`src/mdc_pkg.sv`:
```
// ----------------------------------------------------------------------------
// Determinant unit package
// Shared types and constants for the cofactor determinant unit.
// ----------------------------------------------------------------------------
package mdc_pkg;

    localparam int MAX_DIM     = 4;
    localparam int STORE_DEPTH = MAX_DIM * MAX_DIM;
    localparam int ADDR_W      = $clog2(STORE_DEPTH);
    localparam int PERM_CNT    = 24;
    localparam int PERM_W      = 5;
    localparam int ACC_W       = 72;

    typedef logic signed [15:0] t_elem;

    // Controller to datapath commands.
    typedef struct packed {
        logic       store;     // write incoming element
        logic       clear;     // clear accumulator
        logic       term;      // add one permutation term
        logic       finish;    // saturate and present result
        logic [2:0] size;      // effective matrix size
        logic [PERM_W-1:0] perm;
        logic [ADDR_W-1:0] addr;  // store address of the incoming element
    } t_cmd;

    // Permutation table for 4x4 (rows 0..3 chosen per column) and its sign.
    // Entries are packed as four 2-bit row indexes, column 0 in the low bits.
    // The first two entries fix rows 2 and 3, and the first six fix row 3, so
    // a smaller matrix uses a prefix of the table.
    function automatic logic [8:0] perm_entry(input logic [PERM_W-1:0] idx);
        logic [8:0] r;
        case (idx)
            5'd0:  r = {1'b0, 2'd3, 2'd2, 2'd1, 2'd0};
            5'd1:  r = {1'b1, 2'd3, 2'd2, 2'd0, 2'd1};
            5'd2:  r = {1'b1, 2'd3, 2'd1, 2'd2, 2'd0};
            5'd3:  r = {1'b0, 2'd3, 2'd1, 2'd0, 2'd2};
            5'd4:  r = {1'b0, 2'd3, 2'd0, 2'd2, 2'd1};
            5'd5:  r = {1'b1, 2'd3, 2'd0, 2'd1, 2'd2};
            5'd6:  r = {1'b1, 2'd2, 2'd3, 2'd1, 2'd0};
            5'd7:  r = {1'b0, 2'd2, 2'd3, 2'd0, 2'd1};
            5'd8:  r = {1'b0, 2'd2, 2'd1, 2'd3, 2'd0};
            5'd9:  r = {1'b1, 2'd2, 2'd1, 2'd0, 2'd3};
            5'd10: r = {1'b1, 2'd2, 2'd0, 2'd3, 2'd1};
            5'd11: r = {1'b0, 2'd2, 2'd0, 2'd1, 2'd3};
            5'd12: r = {1'b0, 2'd1, 2'd3, 2'd2, 2'd0};
            5'd13: r = {1'b1, 2'd1, 2'd3, 2'd0, 2'd2};
            5'd14: r = {1'b1, 2'd1, 2'd2, 2'd3, 2'd0};
            5'd15: r = {1'b0, 2'd1, 2'd2, 2'd0, 2'd3};
            5'd16: r = {1'b0, 2'd1, 2'd0, 2'd3, 2'd2};
            5'd17: r = {1'b1, 2'd1, 2'd0, 2'd2, 2'd3};
            5'd18: r = {1'b1, 2'd0, 2'd3, 2'd2, 2'd1};
            5'd19: r = {1'b0, 2'd0, 2'd3, 2'd1, 2'd2};
            5'd20: r = {1'b0, 2'd0, 2'd2, 2'd3, 2'd1};
            5'd21: r = {1'b1, 2'd0, 2'd2, 2'd1, 2'd3};
            5'd22: r = {1'b1, 2'd0, 2'd1, 2'd3, 2'd2};
            5'd23: r = {1'b0, 2'd0, 2'd1, 2'd2, 2'd3};
            default: r = '0;
        endcase
        return r;
    endfunction

endpackage

```
`src/mdc_ctrl.sv`:
```
// ----------------------------------------------------------------------------
// Determinant unit controller
// Counts loaded elements and steps through the permutation terms.
// ----------------------------------------------------------------------------
module mdc_ctrl (
    input  logic          i_clk,
    input  logic          i_rst_n,
    input  logic          i_start,
    input  logic          i_cfg_we,
    input  logic [2:0]    i_cfg_size,
    output logic          o_busy,
    output mdc_pkg::t_cmd o_cmd
);
    import mdc_pkg::*;

    typedef enum logic [1:0] {S_LOAD, S_CALC, S_DONE} t_state;

    t_state            r_state, n_state;
    logic [2:0]        r_size;
    logic [4:0]        r_count, n_count;
    logic [PERM_W-1:0] r_perm, n_perm;
    logic [2:0]        eff;
    logic [4:0]        total;
    logic [PERM_W-1:0] last_perm;

    always_comb begin
        if (r_size == 3'd0) begin
            eff = 3'd1;
        end else if (r_size > 3'(MAX_DIM)) begin
            eff = 3'(MAX_DIM);
        end else begin
            eff = r_size;
        end
        total = 5'(eff * eff);
        // Permutations of the rows in use: those that fix the unused rows are
        // the first n! entries of the table.
        unique case (eff)
            3'd1:    last_perm = 5'd0;
            3'd2:    last_perm = 5'd1;
            3'd3:    last_perm = 5'd5;
            default: last_perm = 5'(PERM_CNT - 1);
        endcase
    end

    always_comb begin
        n_state = r_state;
        n_count = r_count;
        n_perm  = r_perm;
        o_cmd   = '0;
        o_cmd.size = eff;
        o_cmd.perm = r_perm;
        o_cmd.addr = r_count[ADDR_W-1:0];
        unique case (r_state)
            S_LOAD: begin
                if (i_start) begin
                    o_cmd.store = 1'b1;
                    if (r_count + 5'd1 >= total) begin
                        n_count = '0;
                        n_perm  = '0;
                        n_state = S_CALC;
                        o_cmd.clear = 1'b1;
                    end else begin
                        n_count = r_count + 5'd1;
                    end
                end
            end
            S_CALC: begin
                o_cmd.term = 1'b1;
                if (r_perm == last_perm) begin
                    n_state = S_DONE;
                end else begin
                    n_perm = r_perm + 5'd1;
                end
            end
            S_DONE: begin
                o_cmd.finish = 1'b1;
                n_state = S_LOAD;
            end
            default: n_state = S_LOAD;
        endcase
    end

    assign o_busy = (r_state != S_LOAD);

    always_ff @(posedge i_clk) begin
        if (!i_rst_n) begin
            r_state <= S_LOAD;
            r_count <= '0;
            r_perm  <= '0;
            r_size  <= 3'(MAX_DIM);
        end else begin
            r_state <= n_state;
            r_count <= n_count;
            r_perm  <= n_perm;
            if (i_cfg_we) begin
                r_size  <= i_cfg_size;
                r_count <= '0;
            end
        end
    end
endmodule

```
`config.mk`:
```
export PLATFORM = sky130hd
export DESIGN_NAME = mdc_ctrl
export DESIGN_NICKNAME = d
export VERILOG_FILES = /design/src/mdc_pkg.sv /design/src/mdc_ctrl.sv
export SDC_FILE = /design/constraint.sdc
export NUM_CORES = 1
export LEC_CHECK = 0
export ABC_AREA = 1
export CAP_MARGIN = 30
export CORE_ASPECT_RATIO = 0.8
export CORE_UTILIZATION = 50
export CTS_CLUSTER_DIAMETER = 80
export DETAILED_ROUTE_END_ITERATION = 10
export DONT_BUFFER_PORTS = 1
export GPL_TIMING_DRIVEN = 1
export SKIP_LAST_GASP = 1
export SLEW_MARGIN = 10
export SYNTH_ARGS = -nofsm -noshare
export SYNTH_HDL_FRONTEND = slang
export SYNTH_SLANG_ARGS = --single-unit
```
`constraint.sdc`:
```
create_clock -name i_clk -period 2.47 [get_ports i_clk]
set_input_delay 0.3705 -clock i_clk [delete_from_list [all_inputs] [get_ports i_clk]]
set_output_delay 0.3705 -clock i_clk [all_outputs]
set_load 0.02 [all_outputs]
```
# [Yosys cells after proc, flatten, opt, wreduce, memory -nomap -nowiden]
# Index checks and enable logic that the tools add are counted.
[classes] addsub=2 mul=1 n_div=0 magnitude_cmp=2 n_eq_ne=10 shifts=0 mux=17 bitwise_logic=1 n_reduce_logical=8
[op_table] operator="$mux 5" n=4
[op_table] operator="$pmux 5 s3" n=1
[op_table] operator="$add 5x1->5 const B" n=2
[op_table] operator="$mux 2" n=5
[op_table] operator="$pmux 5 s2" n=1
[op_table] operator="$ne 2x2->1 const B" n=4
[op_table] operator="$eq 3x2->1 const B" n=2
[op_table] operator="$mux 3" n=2
[op_table] operator="$eq 5x5->1" n=1
[op_table] operator="$ge 5x5->1" n=1
[op_table] operator="$mul 3x3->5" n=1
[op_table] operator="$pmux 2 s2" n=1
[op_table] operator="$reduce_and 4->1" n=1
[op_table] operator="$reduce_bool 2->1" n=2
[op_table] operator="$eq 3x1->1 const B" n=1
[op_table] operator="$gt 3x3->1 const B" n=1
[op_table] operator="$logic_not 3->1" n=1
[op_table] operator="$mux 1" n=3
[op_table] operator="$reduce_and 3->1" n=1
[op_table] operator="$eq 2x1->1 const B" n=1
[op_table] operator="$eq 2x2->1 const B" n=1
[op_table] operator="$logic_not 2->1" n=1
[op_table] operator="$reduce_and 2->1" n=1
[op_table] operator="$reduce_or 2->1" n=1
[op_table] operator="$not 1->1" n=1
[totals] reg_bits=15 latchBits=0 ram_bits=0 romBits=0 n_memories=0

# [Depth between registers and ports, before layout]
# Gate-level depths: netlist of the first run.
[logic_depth] depth_word=8 ltp_mapped=14

# [Worst setup path after synthesis of the first run]
# OpenSTA, ideal clock, no wires.
[synth_path] path_kind="reg2out" from="reg r_count[0]" to="out o_cmd[14] (netlist bit)" arrival_ns=1.750 required_ns=2.099 slack_ns=0.350 stages_incl_launch_ff=11 path_buffers=0 cell_sequence="dfxtp_1 -> ha_1 -> nand3_1 -> xnor2_1 -> ha_1 -> nand2_1 -> inv_1 -> a21oi_1 -> nand3_1 -> nand2_2 -> inv_1"
[synth_lines] item="start, declared" line_no="mdc_ctrl.sv:20" source="logic [4:0] r_count, n_count;"
[synth_lines] item="start signal, assigned" line_no="mdc_ctrl.sv:93" source="r_count <= n_count;"
[synth_lines] item="end, declared" line_no="mdc_ctrl.sv:12" source="output mdc_pkg::t_cmd o_cmd"

==> flow_metrics.tcl, run 1 <==
set metrics [dict create \
    cts_sinks 15 \
    drive_gt1_share_pct 20.4 \
    dp_hpwl_um 1530 \
    clkSlewWorstSetupHoldPaths_ns 0.10 \
    dp_cells 173 \
    dieArea_um2 2180 \
    num_io_pins 24 \
    p_leak_nw 0.576 \
    ys_top_cells_by_area "dfxtp_1 (30%), nand2_1 (12%), ha_1 (8.8%)" \
    arrival_ns 1.95 \
    antenna_cells 0 \
    cts_tree "done" \
    final_antenna_net_count 0 \
    gp_congestion 0.864 \
    cp-start-kind "register" \
    finalNonFillerCells 181 \
    wl_um 2050 \
    clock_skew_ns 0.00640 \
    min_period_over_period_pct 93.9 \
    drv_slew 0 \
    ys_seq_area_share_pct 30.1 \
    die_w_um 52.0 \
    drc_errors 0 \
    wl_per_cell_um 11.3 \
    fin_crit_ns 2.32 \
    setup_viol 0 \
    rrSetupSlack_ns 0.33 \
    max-vdd-ir-drop_v 0.000336 \
    vias_per_cell 5.15 \
    cts.path.max_buffers 2 \
    mappedNetlistArea_um2 998 \
    numCtsBuffers 3 \
    required_ns 2.10 \
    vias 933 \
    grt_usage_pct 21.9 \
    cts_root_buf "clkbuf_4" \
    syn-mean-instance-area_um2 6.70 \
    timing.final.ws_setup_ns 0.152 \
    synth_edf_count 0 \
    worst-setup-path-type "register to output pin" \
    synth_fp_nets 163 \
    whs_ns 0.193 \
    grt_pass1_wl_um 3500 \
    nets 172 \
    grt_max_degree 10 \
    grt_pass1_vias 832 \
    port_buffers 0 \
    finalHoldViolations 0 \
    status "finished, final reports clean" \
    die_h_um 42.0 \
    final.setup.tns_ns 0 \
    yosys_warnings 0 \
    ys.flop_type "dfxtp_1" \
    clock_latency_ns 0.29 \
    p_per_area_nw_per_um2 460 \
    max-cap-violations 0 \
    async_reset_ff_share_pct 0 \
    rows 14 \
    cp-end-kind "output pin" \
    clock.fmax_mhz 431 \
    core_area_um2 1870 \
    nFillCells 173 \
    cts_max_level 1 \
    ys_ff_latch 15 \
    synth_top_area_share_pct 30.1 \
    drt-pass1-iter-count 4 \
    place_ws_ns 0.163 \
    critPathMaxFanout 5 \
    holdBufCountCts 0 \
    synth.distinct_cells 22 \
    antenna_found_initial 0 \
    final_core_util_pct 60.1 \
    drt_iter0_drc 33 \
    initial_core_util_pct 53.3 \
    synth_cells 149 \
    grt_overflow_total 0 \
    synth_top_area_cell "dfxtp_1" \
    layout-area-overhead-vs-synth_pct 12.8 \
    hold_class "primary input to register" \
]
cell usage in the layout (no fill, tap or decap), drive strengths merged, types with 3 or more instances in the layout:
cell type,netlist,layout
buf,5,10
clkbuf,0,3
nand3,11,11
xnor2,4,4
o21ai,6,6
nand2,35,35
a21oi,15,15
nand4,4,4
dfxtp,15,15
ha,7,7
nor2,16,16
inv,25,25
worst max-delay path, stage by stage, from the launching register on:
cell	delay [ns]
dfxtp_4	0.38
ha_2	0.20
nand3_2	0.09
xnor2_2	0.15
ha_1	0.30
nand2_1	0.08
inv_1	0.05
a21oi_2	0.14
nand3_2	0.11
nand2_4	0.09
inv_2	0.06
area by class of cell:
class                   count  area [um2]  share of cell area, %
multi-input cells         103         594                   52.8
flip-flops and latches     15         305                   27.1
inverters                  25        93.8                   8.33
repair buffers             10        75.1                   6.67
well taps                  24        30.0                   2.67
clock buffers               3        22.5                   2.00
clock inverters             1        5.00                  0.444
synthesized netlist by cell type, types with 2 or more instances:
| master | n |
|---|---|
| xor2_1 | 2 |
| o21ai_0 | 5 |
| nor3_1 | 2 |
| buf_4 | 5 |
| nand3_1 | 10 |
| nand4_1 | 4 |
| nand2_2 | 2 |
| nand2_1 | 32 |
| xnor2_1 | 4 |
| ha_1 | 7 |
| dfxtp_1 | 15 |
| a21oi_1 | 15 |
| nor2_1 | 14 |
| inv_1 | 22 |
| inv_2 | 3 |
per-layer routing:
metal	GRT usage, %	routed length (um)	part of all wire, %
met5	0	0	0
met2	29.5	818	40
met1	32.0	1060	52
met3	9.42	157	7.7
met4	4.86	12	0.59
final timing paths:
path | start | end | cells after the start
min reg2reg | r_count[4] | r_count[4] | 2
min | i_cfg_we | r_size[2] | 1
max reg2reg | r_count[0] | r_count[3] | 12
max | r_count[0] | o_cmd[14] | 10
power by group:
part	internal, mW	switching (mW)
sequential	0.252	0.0195
combinational	0.0377	0.0663
clock	0.0601	0.0816
total	0.350	0.167
cell families after synthesis:
kind of cell,count (synthesis),share of synthesized area (%)
compound gates,21,10.5
xor+xnor,6,5.26
fa+ha+maj,7,8.77
buf+inv,31,14.0
flops,15,30.1
other cells,1,0.376
simple gates,68,31.0
state kept, by name, indices dropped and copies added, names as in the netlist:
name	cells
r_count	5
r_perm	5
r_size	3
r_state	2
metrics by stage:
stage | power (mW) | area (um2)
after floorplan | 0.354 | 998
after global placement | 0.372 | 1030
after detailed placement | 0.371 | 1030
after CTS | 0.518 | 1080
after global routing | 0.551 | 1130
final | 0.518 | 1130
repair_timing:
item	CTS	global route
resized for setup	5	6
hold endpoints to repair	0	0
endpoints found under the setup margin	1	1
pin swaps	2	3
buffers inserted	1	3
(Power assumes the default switching activity.)
==> run 2: changes to the inputs <==
--- a/config.mk
+++ b/config.mk
@@ -7,12 +7,15 @@
 export LEC_CHECK = 0
 export ABC_AREA = 1
 export CAP_MARGIN = 30
-export CORE_ASPECT_RATIO = 0.8
-export CORE_UTILIZATION = 50
+export CELL_PAD_IN_SITES_DETAIL_PLACEMENT = 1
+export CELL_PAD_IN_SITES_GLOBAL_PLACEMENT = 1
+export CORE_ASPECT_RATIO = 1.5
+export CORE_UTILIZATION = 42
 export CTS_CLUSTER_DIAMETER = 80
 export DETAILED_ROUTE_END_ITERATION = 10
 export DONT_BUFFER_PORTS = 1
 export GPL_TIMING_DRIVEN = 1
+export PLACE_DENSITY_LB_ADDON = 0.1
 export SKIP_LAST_GASP = 1
 export SLEW_MARGIN = 10
 export SYNTH_ARGS = -nofsm -noshare
==> flow_metrics.tcl, run 2 (synthesis gave the netlist of run 1 again) <==
set metrics [dict create \
    core_area_um2 2230 \
    drc_errors 0 \
    final.setup.tns_ns 0 \
    required_ns 2.10 \
    most-common-layout-cells "nand2_1 (32), inv_1 (21), a21oi_1 (15), nor2_1 (14), dfxtp_1 (13)" \
    drv_slew 0 \
    cts_max_level 1 \
    port_buffers 0 \
    drt_iter0_drc 15 \
    cp-end-kind "output pin" \
    drive_gt1_share_pct 20.5 \
    setup_viol 0 \
    rows 21 \
    gp_congestion 0.851 \
    final_antenna_net_count 0 \
    clock.fmax_mhz 426 \
    vias_per_cell 5.30 \
    fin_crit_ns 2.35 \
    wl_um 2570 \
    critPathMaxFanout 3 \
    p_per_area_nw_per_um2 465 \
    hold_class "primary input to register" \
    clkSlewWorstSetupHoldPaths_ns 0.10 \
    wl_per_cell_um 14.4 \
    nets 171 \
    cp-start-kind "register" \
    max-vdd-ir-drop_v 0.000265 \
    clock_skew_ns 0.00340 \
    dieArea_um2 2580 \
    largest_registers "r_count x5, r_perm x5, r_size x3" \
    finalHoldViolations 0 \
    p_leak_nw 0.568 \
    layout-area-overhead-vs-synth_pct 13.0 \
    arrival_ns 1.98 \
    grt_overflow_total 0 \
    initial_core_util_pct 44.7 \
    clock_latency_ns 0.29 \
    cts_root_buf "clkbuf_4" \
    antenna_found_initial 0 \
    numCtsBuffers 3 \
    die_w_um 41.8 \
    num_io_pins 24 \
    status "finished, final reports clean" \
    rsz0062_at_grt "false" \
    grt_max_degree 10 \
    vias 948 \
    grt_pass1_wl_um 4110 \
    dp_hpwl_um 2020 \
    grt_pass1_vias 969 \
    layout_commonest_cell "nand2_1" \
    cts_sinks 15 \
    finalPower_mw 0.525 \
    cts_tree "done" \
    cts.path.max_buffers 2 \
    antenna_cells 0 \
    max-cap-violations 0 \
    drt-pass1-iter-count 4 \
    die_h_um 61.7 \
    worst-setup-path-type "register to output pin" \
    grt_usage_pct 21.1 \
    min_period_over_period_pct 95.0 \
]
==> run 2: changes by cell type in the layout (fill, tap and decap cells not counted), sizes merged <==
cell,previous run,this run
buf,10,9
==> run 2: report_power, final <==
| group | internal [mW] | switching [mW] |
|---|---|---|
| Sequential | 0.253 | 0.0192 |
| Combinational | 0.0375 | 0.0699 |
| Clock | 0.0602 | 0.0852 |
==> run 2: through the flow <==
stage	instance area [um2]	util, %	worst slack (ns)	hold WS (ns)	instances
after floorplan	998	-	0.350	0.457	149
after global placement	1030	45.9	0.224	0.471	172
after detailed placement	1030	45.9	0.125	0.490	172
after CTS	1090	49.0	0.0130	0.179	179
after global routing	1130	50.5	0.0170	0.190	179
final	1130	50.5	0.124	0.185	179
==> run 2: path summary, 6_finish.rpt <==
check	from	end	slack, ns	depth (start not counted)
hold / removal	i_cfg_we	r_size[2]	0.18	1
setup / recovery	r_count[1]	o_cmd[14]	0.12	10
setup reg to reg	r_count[1]	r_count[4]	0.25	12
hold reg to reg	r_count[4]	r_count[4]	0.52	2
==> run 2: repair_timing <==
action	CTS	global route
hold buffers	0	0
setup buffers	3	0
pin swaps	3	0
setup endpoints to repair	1	1
gates resized for setup	4	7
cloned	0	0
==> run 2: metal layers <==
metal | global-route usage (%) | share of wire (%)
met5 | 0 | 0
met4 | 11.1 | 1.5
met3 | 3.47 | 2.5
met2 | 44.0 | 59
met1 | 19.6 | 37
==> run 2: area by class of cell <==
cell class | instances | area (um2)
Fill cell | 300 | 1100
Multi-Input combinational cell | 103 | 608
Sequential cell | 15 | 303
Inverter | 25 | 93.8
Timing Repair Buffer | 9 | 67.6
Tap cell | 23 | 28.8
Clock buffer | 3 | 22.5
Clock inverter | 1 | 5.00
==> run 2: worst max-delay path, stage by stage, from the launching register on <==
cell	delay, ns
dfxtp_1	0.35
buf_4	0.17
nand3_2	0.10
xnor2_2	0.16
ha_1	0.32
nand2_1	0.07
inv_1	0.06
a21oi_1	0.17
nand3_2	0.12
nand2_4	0.10
inv_2	0.06
==> run 3: changes to the inputs <==
--- a/config.mk
+++ b/config.mk
@@ -16,6 +16,8 @@
 export DONT_BUFFER_PORTS = 1
 export GPL_TIMING_DRIVEN = 1
 export PLACE_DENSITY_LB_ADDON = 0.1
+export RECOVER_POWER = 25
+export SETUP_SLACK_MARGIN = 0.15
 export SKIP_LAST_GASP = 1
 export SLEW_MARGIN = 10
 export SYNTH_ARGS = -nofsm -noshare
==> flow_metrics.tcl, run 3 (synthesis gave the netlist of run 1 again) <==
set metrics [dict create \
    grt_overflow_total 0 \
    max-cap-violations 0 \
    timing.final.ws_setup_ns 0.196 \
    max-vdd-ir-drop_v 0.000244 \
    cts_sinks 15 \
    dieArea_um2 2580 \
    cp-start-kind "register" \
    nFillCells 300 \
    status "finished, final reports clean" \
    cts_root_buf "clkbuf_4" \
    worst-setup-path-type "register to output pin" \
    clkSlewWorstSetupHoldPaths_ns 0.09 \
    port_buffers 0 \
    rows 21 \
    antenna_cells 0 \
    grt_pass1_vias 979 \
    rsz0062_at_grt "true" \
    vias_per_cell 5.28 \
    core_area_um2 2230 \
    die_h_um 61.7 \
    cts_tree "done" \
    drc_errors 0 \
    clock_latency_ns 0.29 \
    vias 955 \
    layout_commonest_cell "nand2_1" \
    crit_start "r_size[2]" \
    critPathMaxFanout 5 \
    final_antenna_net_count 0 \
    place_ws_ns 0.125 \
    final_area_um2 1220 \
    dp_hpwl_um 2020 \
    finalHoldViolations 0 \
    p_per_area_nw_per_um2 435 \
    cp-end-kind "output pin" \
    whs_ns 0.187 \
    antenna_found_initial 0 \
    finalPower_mw 0.530 \
    grt_max_degree 10 \
    nets 173 \
    most-common-layout-cells "nand2_1 (31), inv_1 (19), nor2_1 (14), a21oi_1 (14), dfxtp_1 (11)" \
    drv_slew 0 \
    p_leak_nw 0.575 \
    fin_crit_ns 2.27 \
    drive_gt1_share_pct 26.6 \
    grt_pass1_wl_um 4180 \
    largest_registers "r_count x5, r_perm x5, r_size x3" \
    dpl_cell_area_um2 1030 \
    cts_max_level 1 \
    clock.fmax_mhz 440 \
    clock_skew_ns 0.00221 \
    required_ns 2.10 \
    num_io_pins 24 \
    drt_iter0_drc 9 \
    grt_usage_pct 21.6 \
    wl_per_cell_um 14.9 \
    hold_class "primary input to register" \
    min_period_over_period_pct 92.1 \
    wl_um 2700 \
    final.setup.tns_ns 0 \
    crit-reg2reg-launch "r_size[2]" \
    cts.path.max_buffers 2 \
    numCtsBuffers 3 \
    drt-pass1-iter-count 4 \
    die_w_um 41.8 \
    initial_core_util_pct 44.7 \
    setup_viol 0 \
    gp_congestion 0.851 \
    layout-area-overhead-vs-synth_pct 21.9 \
    hp-start "i_cfg_we" \
    arrival_ns 1.90 \
]
run 3: cell types whose count changed in the layout (fill, tap and decap cells not counted), sizes merged:
cell	before	now
buf	9	11
run 3: metal layers:
| layer | routed length, um | vias up | part of all wire [%] | global-route usage, % |
|---|---|---|---|---|
| met5 | 0 | - | 0 | 0 |
| met4 | 39 | 0 | 1.4 | 12.9 |
| met3 | 62 | 4 | 2.3 | 3.47 |
| met2 | 1590 | 17 | 59 | 44.0 |
| met1 | 1020 | 452 | 38 | 20.1 |
| li1 | - | 482 | - | - |
run 3: worst paths after layout:
kind / to / slack [ns] / cells past startpoint
setup reg to reg: r_count[2] / 0.32 / 14
hold reg to reg: r_size[2] / 0.54 / 2
hold / removal: r_size[2] / 0.19 / 1
setup / recovery: o_cmd[14] / 0.20 / 12
run 3: layout make-up:
cell class                      instances  area [um2]  area share (%)
Multi-Input combinational cell        103         671            55.1
Sequential cell                        15         308            25.3
Inverter                               25        96.3            7.91
Timing Repair Buffer                   11        86.3            7.09
Tap cell                               23        28.8            2.36
Clock buffer                            3        22.5            1.85
Clock inverter                          1        5.00           0.411
run 3: metrics by stage:
step	std cells	utilization, %
3_3_place_gp	172	45.9
4_1_cts	179	50.9
5_1_grt	181	54.5
3_5_place_dp	172	45.9
6_report	181	54.5
2_1_floorplan	149	-
run 3: timing repair:
item,in CTS,in global routing
buffers inserted,3,2
pin swaps,3,9
endpoints found under the setup margin,1,2
gates resized for setup,16,11
gates cloned,0,0
hold buffers,0,0
run 3: report_power, final:
group	total [mW]	internal [mW]	switching, mW
sequential	0.272	0.252	0.0197
clock	0.145	0.0603	0.0850
combinational	0.113	0.0396	0.0732
total	0.530	0.352	0.178
run 3: worst max-delay path, cell delays in order, from the launching register on:
cell     delay [ns]
dfxtp_1        0.35
inv_2          0.07
nand3_2        0.07
inv_1          0.04
ha_1           0.26
inv_1          0.11
ha_4           0.22
nand2_2        0.07
inv_2          0.04
a21oi_2        0.13
nand3_2        0.11
nand2_4        0.10
inv_4          0.05
